`src/rtl/core/ldpr_pkg.sv`:
```
// Shared types and constants for the dirty page refresh engine.
// No dependencies; imported by ldpr_ctrl, ldpr_dpath and lcd_dirty_page_refresh.
package ldpr_pkg;

  // action codes
  localparam logic [2:0] ACT_WRITE    = 3'd0;
  localparam logic [2:0] ACT_FILL     = 3'd1;
  localparam logic [2:0] ACT_REF_ALL  = 3'd2;
  localparam logic [2:0] ACT_REF_ONE  = 3'd3;
  localparam logic [2:0] ACT_INVAL    = 3'd4;
  localparam logic [2:0] ACT_CONTRAST = 3'd5;
  localparam logic [2:0] ACT_TICK     = 3'd6;

  // byte sequencer phases
  localparam logic [2:0] PH_IDLE  = 3'd0;
  localparam logic [2:0] PH_EV    = 3'd1;
  localparam logic [2:0] PH_EVVAL = 3'd2;
  localparam logic [2:0] PH_START = 3'd3;
  localparam logic [2:0] PH_PAGE  = 3'd4;
  localparam logic [2:0] PH_CHI   = 3'd5;
  localparam logic [2:0] PH_CLO   = 3'd6;
  localparam logic [2:0] PH_DATA  = 3'd7;

  // panel command bytes
  localparam logic [7:0]  CMD_START_LINE = 8'h40;
  localparam logic [7:0]  CMD_PAGE_BASE  = 8'hB0;
  localparam logic [7:0]  CMD_COL_HI     = 8'h10;
  localparam logic [7:0]  COL_LO_MASK    = 8'h0F;
  localparam logic [7:0]  CMD_CONTRAST   = 8'h81;
  localparam logic [7:0]  CONTRAST_BIAS  = 8'd23;
  localparam logic [31:0] SUM_INVALID    = 32'hFFFF_FFFF;

  typedef struct packed {
    logic [2:0] action;
    logic [2:0] page;
    logic [6:0] column;
    logic [7:0] value;
  } item_t;

  typedef struct packed {
    logic [7:0] spi_byte;
    logic       is_data;
    logic       frame_first;
    logic       frame_last;
  } result_t;

  // controller -> datapath
  typedef struct packed {
    logic       load_item;
    logic       rd_seq;
    logic       wr_byte;
    logic       fill_start;
    logic       sweep_wr;
    logic       sweep_zero;
    logic       refresh_all;
    logic       refresh_one;
    logic       invalidate;
    logic       contrast;
    logic       emit;
    logic       step_page;
    logic       first;
    logic       last;
    logic [2:0] phase;
  } cmd_t;

  // datapath -> controller
  typedef struct packed {
    logic [2:0] action;
    logic       item_ok;
    logic       page_ok;
    logic       any_diff;
    logic       page_diff;
    logic       last_byte;
    logic       next_valid;
    logic       out_free;
    logic       sweep_done;
  } sts_t;

endpackage

```
`src/rtl/core/ldpr_ctrl.sv`:
```
// Control state machine and byte sequencer of the dirty page refresh engine.
// Depends on ldpr_pkg; drives ldpr_dpath through cmd_t and reads sts_t.
module ldpr_ctrl (
  input  logic           clk_i,
  input  logic           rst_ni,
  input  logic           in_valid_i,
  output logic           in_stall_o,
  input  ldpr_pkg::sts_t sts_i,
  output ldpr_pkg::cmd_t cmd_o
);
  import ldpr_pkg::*;

  localparam logic [2:0] ST_CLEAR = 3'd0;
  localparam logic [2:0] ST_IDLE  = 3'd1;
  localparam logic [2:0] ST_EXEC  = 3'd2;
  localparam logic [2:0] ST_WRITE = 3'd3;
  localparam logic [2:0] ST_FILL  = 3'd4;
  localparam logic [2:0] ST_EMIT  = 3'd5;

  logic [2:0] state_q, state_d;
  logic [2:0] phase_q, phase_d;
  logic       single_q, single_d;
  logic       open_q, open_d;
  cmd_t       cmd;

  always_ff @(posedge clk_i or negedge rst_ni) begin
    if (!rst_ni) begin
      state_q  <= ST_CLEAR;
      phase_q  <= PH_IDLE;
      single_q <= 1'b0;
      open_q   <= 1'b0;
    end else begin
      state_q  <= state_d;
      phase_q  <= phase_d;
      single_q <= single_d;
      open_q   <= open_d;
    end
  end

  always_comb begin
    state_d   = state_q;
    phase_d   = phase_q;
    single_d  = single_q;
    open_d    = open_q;
    cmd       = '0;
    cmd.phase = phase_q;
    case (state_q)
      ST_CLEAR: begin
        cmd.sweep_wr   = 1'b1;
        cmd.sweep_zero = 1'b1;
        if (sts_i.sweep_done) state_d = ST_IDLE;
      end
      ST_IDLE: begin
        if (in_valid_i) begin
          cmd.load_item = 1'b1;
          state_d       = ST_EXEC;
        end
      end
      ST_EXEC: begin
        state_d = ST_IDLE;
        if (sts_i.action == ACT_TICK) begin
          cmd.rd_seq = 1'b1;
          if (phase_q != PH_IDLE) state_d = ST_EMIT;
        end else if (phase_q == PH_IDLE) begin
          case (sts_i.action)
            ACT_WRITE: begin
              if (sts_i.item_ok) state_d = ST_WRITE;
            end
            ACT_FILL: begin
              cmd.fill_start = 1'b1;
              state_d        = ST_FILL;
            end
            ACT_REF_ALL: begin
              cmd.refresh_all = 1'b1;
              if (sts_i.any_diff) begin
                single_d = 1'b0;
                open_d   = 1'b0;
                phase_d  = PH_PAGE;
              end
            end
            ACT_REF_ONE: begin
              if (sts_i.page_ok && sts_i.page_diff) begin
                cmd.refresh_one = 1'b1;
                single_d        = 1'b1;
                open_d          = 1'b0;
                phase_d         = PH_START;
              end
            end
            ACT_INVAL: cmd.invalidate = 1'b1;
            ACT_CONTRAST: begin
              cmd.contrast = 1'b1;
              open_d       = 1'b0;
              phase_d      = PH_EV;
            end
            default: ;
          endcase
        end
      end
      ST_WRITE: begin
        cmd.wr_byte = 1'b1;
        state_d     = ST_IDLE;
      end
      ST_FILL: begin
        cmd.sweep_wr = 1'b1;
        if (sts_i.sweep_done) state_d = ST_IDLE;
      end
      ST_EMIT: begin
        cmd.rd_seq = 1'b1;
        if (sts_i.out_free) begin
          cmd.emit  = 1'b1;
          cmd.first = !open_q;
          case (phase_q)
            PH_EV:    phase_d = PH_EVVAL;
            PH_EVVAL: begin
              phase_d  = PH_IDLE;
              cmd.last = 1'b1;
            end
            PH_START: phase_d = PH_PAGE;
            PH_PAGE:  phase_d = PH_CHI;
            PH_CHI:   phase_d = PH_CLO;
            PH_CLO:   phase_d = PH_DATA;
            PH_DATA: begin
              if (sts_i.last_byte) begin
                if (single_q || !sts_i.next_valid) begin
                  phase_d  = PH_IDLE;
                  cmd.last = 1'b1;
                end else begin
                  phase_d       = PH_PAGE;
                  cmd.step_page = 1'b1;
                end
              end
            end
            default: phase_d = PH_IDLE;
          endcase
          open_d  = (phase_d != PH_IDLE);
          state_d = ST_IDLE;
        end
      end
      default: state_d = ST_IDLE;
    endcase
  end

  assign cmd_o      = cmd;
  assign in_stall_o = (state_q != ST_IDLE);

`ifndef SYNTHESIS
  a_sweep_idle_seq: assert property (@(posedge clk_i) disable iff (!rst_ni)
    (state_q == ST_CLEAR || state_q == ST_FILL) |-> phase_q == PH_IDLE)
    else $error("sequencer active during memory sweep");
  a_open_has_phase: assert property (@(posedge clk_i) disable iff (!rst_ni)
    open_q |-> phase_q != PH_IDLE)
    else $error("frame open with idle sequencer");
  a_emit_busy: assert property (@(posedge clk_i) disable iff (!rst_ni)
    state_q == ST_EMIT |-> phase_q != PH_IDLE)
    else $error("emit state with idle sequencer");
  a_last_closes: assert property (@(posedge clk_i) disable iff (!rst_ni)
    (cmd.emit && cmd.last) |=> (phase_q == PH_IDLE && !open_q))
    else $error("frame not closed after last byte");
`endif

endmodule

```
`config.mk`:
```
export PLATFORM = sky130hd
export DESIGN_NAME = ldpr_ctrl
export DESIGN_NICKNAME = d
export VERILOG_FILES = /design/src/rtl/core/ldpr_pkg.sv /design/src/rtl/core/ldpr_ctrl.sv
export SDC_FILE = /design/constraint.sdc
export NUM_CORES = 1
export LEC_CHECK = 0
export ABC_AREA = 1
export BUFFER_PORTS_ARGS = -buffer_cell sky130_fd_sc_hd__buf_2
export CAP_MARGIN = 40
export CELL_PAD_IN_SITES_DETAIL_PLACEMENT = 1
export CELL_PAD_IN_SITES_GLOBAL_PLACEMENT = 1
export CORE_MARGIN = 2
export CORE_UTILIZATION = 33
export CTS_BUF_LIST = sky130_fd_sc_hd__clkbuf_8
export DETAILED_ROUTE_END_ITERATION = 6
export GPL_TIMING_DRIVEN = 0
export PLACE_DENSITY = 0.89
export SLEW_MARGIN = 30
export SYNTH_ARGS = -nofsm -noshare
export SYNTH_HDL_FRONTEND = slang
export SYNTH_SLANG_ARGS = --single-unit
```
`constraint.sdc`:
```
create_clock -name clk_i -period 3 [get_ports clk_i]
set_input_delay 0.6 -clock clk_i [delete_from_list [all_inputs] [get_ports clk_i]]
set_output_delay 0.6 -clock clk_i [all_outputs]
set_load 0.02 [all_outputs]
```
==> results.py, run 1 <==
metrics = {
    "min_path": {
        "hold_path.class": "primary input to async pin",
    },
    "layout": {
        "multiInputGateArea_sq_um": 449,
        "final-seq-area_sq_um": 200,
        "diodes": 0,
        "fillCellCount": 308,
        "fin_nets": 172,
        "area_growth_syn_to_layout_pct": 32.3,
        "layout-drive-gt1-share_pct": 26.9,
    },
    "critical_path": {
        "r2r_cells": 9,
        "crit_fanout": 6,
        "cpPeakStageDelay_ns": 0.44,
        "crit_type": "flip-flop to output pin",
        "crit_slowest_cell": "dfrtp_1",
        "cp.arrival_ns": 1.63,
        "rr_startpoint": "state_q[2]",
        "required_ns": 2.40,
        "crit_path_end_kind": "output pin",
        "ff2ff_setup_slack_ns": 1.57,
        "cp_cell_sequence": "inv_2 -> nand2_1 -> nor2_2 -> nand2_1 -> nor2_1 -> inv_1 -> nor2_1 -> buf_2",
        "crit_family": "simple AND/OR/NAND/NOR gates",
        "r2r_end": "phase_q[1]",
        "start_kind": "flip-flop",
        "cp_num_buf_inv": 3,
    },
    "timing": {
        "tightest_slew_ns": 0.267,
        "relSlewSlack_pct": 82.2,
        "min_period_over_period_pct": 74.3,
        "rsz0062_at_grt": "no",
        "setup_viol": 0,
        "min_period_ns": 2.23,
        "fin_tns_setup_ns": 0,
        "maxSlewViolCount": 0,
        "finalHoldViolCount": 0,
        "fmax_mhz": 449,
        "fin_skew_ns": 0.00468,
    },
    "routing": {
        "postRouteAntennaNets": 0,
        "first_pass_iters": 4,
        "wirelength_um": 2400,
        "drc": 0,
        "avgRoutedWirePerCell_um": 13.1,
        "vias_per_cell": 5.05,
        "vias": 925,
        "drtIter0Drc": 12,
    },
    "power_and_ir_drop": {
        "p_leak_nw": 0.566,
        "p_seq_share_pct": 27.7,
        "p_total_mw": 0.759,
        "p_clk_share_pct": 18.4,
        "cellPowerDensity_nw_per_um2": 804,
        "internal-power_mw": 0.364,
        "comb_power_share_pct": 54.0,
        "vdd_drop_max_mv": 0.342,
        "switchingPower_mw": 0.394,
        "switching_share_pct": 52.0,
    },
    "job": {
        "maxCapViolations": 0,
    },
    "yosys": {
        "ys_types": 19,
        "syn-num-nets": 136,
        "syn-cell-area_sq_um": 713,
        "netlist_instances": 122,
        "ys_ff_latch": 8,
        "avgSynthCellArea_sq_um": 5.85,
        "seq_area_frac_synth_pct": 28.1,
        "yosys_warnings": 0,
    },
    "clock_network": {
        "postCtsResizedCells": 0,
        "numCtsBuffers": 3,
        "tritoncts": "done",
        "cts_buffer_depth": 2,
        "clk_latency_ns": 0.24,
        "cts_num_sinks": 8,
        "cts_hold_buf": 0,
        "clkTransAtPathRegs_ns": 0.05,
        "h-tree-depth": 1,
        "ctsRootBufferMaster": "clkbuf_8",
        "post-cts-setup-buffers": 0,
    },
    "placed_design": {
        "gp_congestion": 0.805,
        "post-dp-hpwl_um": 1970,
        "port_buffers": 31,
    },
    "floorplanning": {
        "num_rows": 16,
        "io_pins": 32,
        "die_area_sq_um": 2550,
        "die_w_um": 50.5,
        "die_h_um": 50.5,
        "coreArea_sq_um": 2000,
        "initial_core_util_pct": 35.6,
    },
    "status": {
        "status": "completed",
    },
    "global_route": {
        "grt_use_total_pct": 22.2,
        "grt_overflow": 0,
        "grt_pass1_wl_um": 4240,
        "grt_max_degree": 9,
        "antenna_found_initial": 0,
        "grt_pass1_vias": 956,
    },
}
-- cells by family after synthesis --
logic type	after synthesis	synth area share (%)
AOI/OAI and AO/OA	9	6.67
xor gates and xnor gates	1	1.23
buffers and inverters	17	8.95
DFF	8	28.1
and+or+nand+nor	87	55.1
-- how the worst max path moves through the flow --
stage,start,to,slack [ns],depth (start not counted)
5_1_grt,state_q[2],cmd_o[9],0.60,8
4_1_cts,state_q[2],cmd_o[9],0.75,8
2_1_floorplan,phase_q[2],cmd_o[8],1.07,5
3_5_place_dp,sts_i[9],cmd_o[13],0.90,7
3_3_place_gp,sts_i[9],cmd_o[13],0.93,7
6_report,state_q[2],cmd_o[9],0.77,8
-- area by class of cell --
type | count | share of cell area [%]
flip-flops and latches | 8 | 21.2
clock buffers | 3 | 4.38
well taps | 27 | 3.58
multi-input cells | 97 | 47.6
repair buffers | 31 | 16.4
inverters | 17 | 6.76
-- placed cells by master (no fill, tap or decap) --
cell type  Yosys  final
a21boi_1       1      1
a21oi_1        2      2
and2_1         1      1
buf_2          0     31
clkbuf_8       0      3
dfrtp_1        8      8
inv_1         15     15
inv_2          2      2
nand2_1       44     44
nand2_2        1      1
nand3_1       14     14
nand3_4        1      1
nand4_1        3      3
nor2_1        16     16
nor2_2         2      2
nor2_4         1      1
nor3_1         3      3
nor3_2         1      1
o21ai_0        4      4
o21ai_1        2      2
xnor2_1        1      1
-- Yosys cell counts (all sizes together) --
| library cell | n | area share (%) |
|---|---|---|
| a21boi | 1 | 1.1 |
| xnor2 | 1 | 1.2 |
| nand2 | 45 | 24 |
| o21ai | 6 | 4.2 |
| dfrtp | 8 | 28 |
| inv | 17 | 8.9 |
| a21oi | 2 | 1.4 |
| nor2 | 19 | 12 |
| nand3 | 15 | 12 |
| nor3 | 4 | 3.5 |
| nand4 | 3 | 2.6 |
| and2 | 1 | 0.88 |
-- state kept, by name, indices dropped and copies added (netlist names) --
signal and cells:
phase_q 3, state_q 3, single_q 1, open_q 1
-- worst reg2reg max path: cells and delay by family, from the launching register on --
family | cells | cell delay [ns]
buffers and inverters | 1 | 0.09
and+or+nand+nor | 8 | 0.85
DFF | 1 | 0.44
-- metal layers --
layer  global-route usage, %  vias up  wire length, um
li1                        -      457                -
met1                    25.0      431             1020
met2                    39.5       33             1210
met3                    5.65        4              131
met4                    9.46        0               38
met5                       0        -                0
-- power groups by stage --
stage	logic (mW)	clock network, mW	registers [mW]
2_1_floorplan	0.265	0	0.216
3_3_place_gp	0.383	0	0.208
3_5_place_dp	0.405	0	0.211
4_1_cts	0.411	0.139	0.210
5_1_grt	0.462	0.146	0.218
6_report	0.409	0.139	0.210
-- per-stage QoR --
stage | util [%] | cells | instance area (sq um) | hold WS [ns] | setup slack [ns]
after global placement | 45.1 | 180 | 902 | 0.454 | 0.933
after CTS | 47.1 | 183 | 943 | 0.214 | 0.751
after global routing | 47.1 | 183 | 943 | 0.214 | 0.600
after detailed placement | 45.1 | 180 | 902 | 0.466 | 0.901
after floorplan | - | 122 | 713 | 0.304 | 1.07
final | 47.1 | 183 | 943 | 0.199 | 0.771
Power figures use the tool's default switching activity.
==> run 2: changes to the inputs <==
--- a/config.mk
+++ b/config.mk
@@ -11,11 +11,11 @@
 export CELL_PAD_IN_SITES_DETAIL_PLACEMENT = 1
 export CELL_PAD_IN_SITES_GLOBAL_PLACEMENT = 1
 export CORE_MARGIN = 2
-export CORE_UTILIZATION = 33
+export CORE_UTILIZATION = 31
 export CTS_BUF_LIST = sky130_fd_sc_hd__clkbuf_8
 export DETAILED_ROUTE_END_ITERATION = 6
 export GPL_TIMING_DRIVEN = 0
-export PLACE_DENSITY = 0.89
+export PLACE_DENSITY = 0.85
 export SLEW_MARGIN = 30
 export SYNTH_ARGS = -nofsm -noshare
 export SYNTH_HDL_FRONTEND = slang
==> constraint.sdc (replaced) <==
create_clock -name clk_i -period 2.3 [get_ports clk_i]
set_input_delay 0.46 -clock clk_i [delete_from_list [all_inputs] [get_ports clk_i]]
set_output_delay 0.46 -clock clk_i [all_outputs]
set_load 0.02 [all_outputs]
==> results.py, run 2 (synthesis gave the netlist of run 1 again) <==
metrics = {
    "routing": {
        "postRouteAntennaNets": 0,
        "vias": 920,
        "drc": 0,
        "drtIter0Drc": 13,
        "first_pass_iters": 4,
        "vias_per_cell": 5.00,
        "avgRoutedWirePerCell_um": 12.3,
        "wirelength_um": 2260,
    },
    "global_route": {
        "grt_pass1_wl_um": 3870,
        "grt_overflow": 0,
        "grt_use_total_pct": 19.2,
        "antenna_found_initial": 0,
        "grt_max_degree": 9,
        "grt_pass1_vias": 924,
    },
    "min_path": {
        "hold_path.class": "primary input to async pin",
    },
    "critical_path": {
        "crit_type": "flip-flop to output pin",
        "cp.arrival_ns": 1.64,
        "start_kind": "flip-flop",
        "required_ns": 1.84,
        "crit_path_end_kind": "output pin",
        "crit_fanout": 8,
    },
    "timing": {
        "relSlewSlack_pct": 79.0,
        "maxSlewViolCount": 0,
        "min_period_ns": 2.10,
        "finalHoldViolCount": 0,
        "rsz0062_at_grt": "no",
        "min_period_over_period_pct": 91.5,
        "fmax_mhz": 475,
        "tightest_slew_ns": 0.315,
        "fin_skew_ns": 0.00913,
        "setup_viol": 0,
        "fin_tns_setup_ns": 0,
    },
    "layout": {
        "layout_common_cells": "44 x nand2_1, 31 x buf_2, 16 x nor2_1",
        "reg_top3": "phase_q (3), state_q (3)",
        "post-route-cell-area_sq_um": 950,
        "fillCellCount": 319,
        "final-seq-area_sq_um": 200,
        "multiInputGateArea_sq_um": 454,
        "fin_nets": 172,
        "diodes": 0,
        "area_growth_syn_to_layout_pct": 33.2,
        "layout-drive-gt1-share_pct": 26.9,
        "final_common_cell": "nand2_1",
    },
    "clock_network": {
        "h-tree-depth": 1,
        "tritoncts": "done",
        "cts_buffer_depth": 2,
        "clk_latency_ns": 0.23,
        "clkTransAtPathRegs_ns": 0.05,
        "numCtsBuffers": 3,
        "ctsRootBufferMaster": "clkbuf_8",
        "cts_num_sinks": 8,
    },
    "power_and_ir_drop": {
        "vdd_drop_max_mv": 0.480,
        "p_leak_nw": 0.566,
        "cellPowerDensity_nw_per_um2": 1020,
        "p_total_mw": 0.969,
    },
    "floorplanning": {
        "die_h_um": 52.0,
        "die_area_sq_um": 2700,
        "io_pins": 32,
        "initial_core_util_pct": 32.6,
        "coreArea_sq_um": 2190,
        "die_w_um": 52.0,
        "num_rows": 17,
    },
    "placed_design": {
        "dpl_cell_area_sq_um": 903,
        "gp_congestion": 0.770,
        "port_buffers": 31,
        "post-dp-hpwl_um": 1880,
    },
    "status": {
        "status": "completed",
    },
    "job": {
        "maxCapViolations": 0,
    },
}
==> run 2: cell type report <==
cell class	count	share of cell area [%]
multi-input combinational	97	47.8
sequential	8	21.1
inverter	17	6.72
timing repair buffer	31	16.3
tap	28	3.69
clock buffer	3	4.35
==> run 2: what timing repair did <==
action                                 in CTS  in global routing
buffers inserted                            0                  0
setup endpoints to repair                   0                  2
gates resized for setup                     0                  1
hold buffers                                0                  0
endpoints found under the hold margin       0                  0
==> run 2: metal layers <==
metal  GRT usage, %  wire (um)  vias up
met5              0          0        -
met3           3.45         84        4
met4           7.89         30        0
li1               -          -      460
met1           20.2        936      436
met2           36.7       1210       20
==> run 2: final timing paths <==
check	startpoint	to	slack [ns]	cells past startpoint
worst min-delay path	rst_ni	single_q	0.07	1
worst max register to register	phase_q[2]	single_q	0.89	8
worst min register to register	open_q	open_q	0.49	2
max in group asynchronous	rst_ni	phase_q[0]	2.04	1
worst max-delay path	phase_q[2]	cmd_o[9]	0.20	8
min in group clk_i	open_q	open_q	0.49	2
==> run 2: through the flow <==
step                setup WS [ns]  hold slack [ns]  cells  util, %
finish                      0.197           0.0707    184     43.3
detailed placement          0.388            0.324    181     41.2
CTS                         0.131           0.0745    184     43.1
floorplan                   0.515            0.164    122        -
global route               0.0213           0.0755    184     43.3
global placement            0.492            0.317    181     41.2
==> run 2: worst max-delay path, stage by stage, from the launching register on <==
cell	delay, ns
dfrtp_1	0.45
inv_1	0.15
nand2_1	0.10
inv_1	0.11
nand2_1	0.11
nor2_1	0.18
inv_1	0.08
nor2_1	0.08
buf_2	0.16
==> run 2: power by group <==
group | leakage (nW) | internal (mW) | total, mW | switching, mW
Sequential | 0.104 | 0.191 | 0.280 | 0.0892
Combinational | 0.441 | 0.172 | 0.517 | 0.345
Clock | 0.0216 | 0.114 | 0.172 | 0.0583
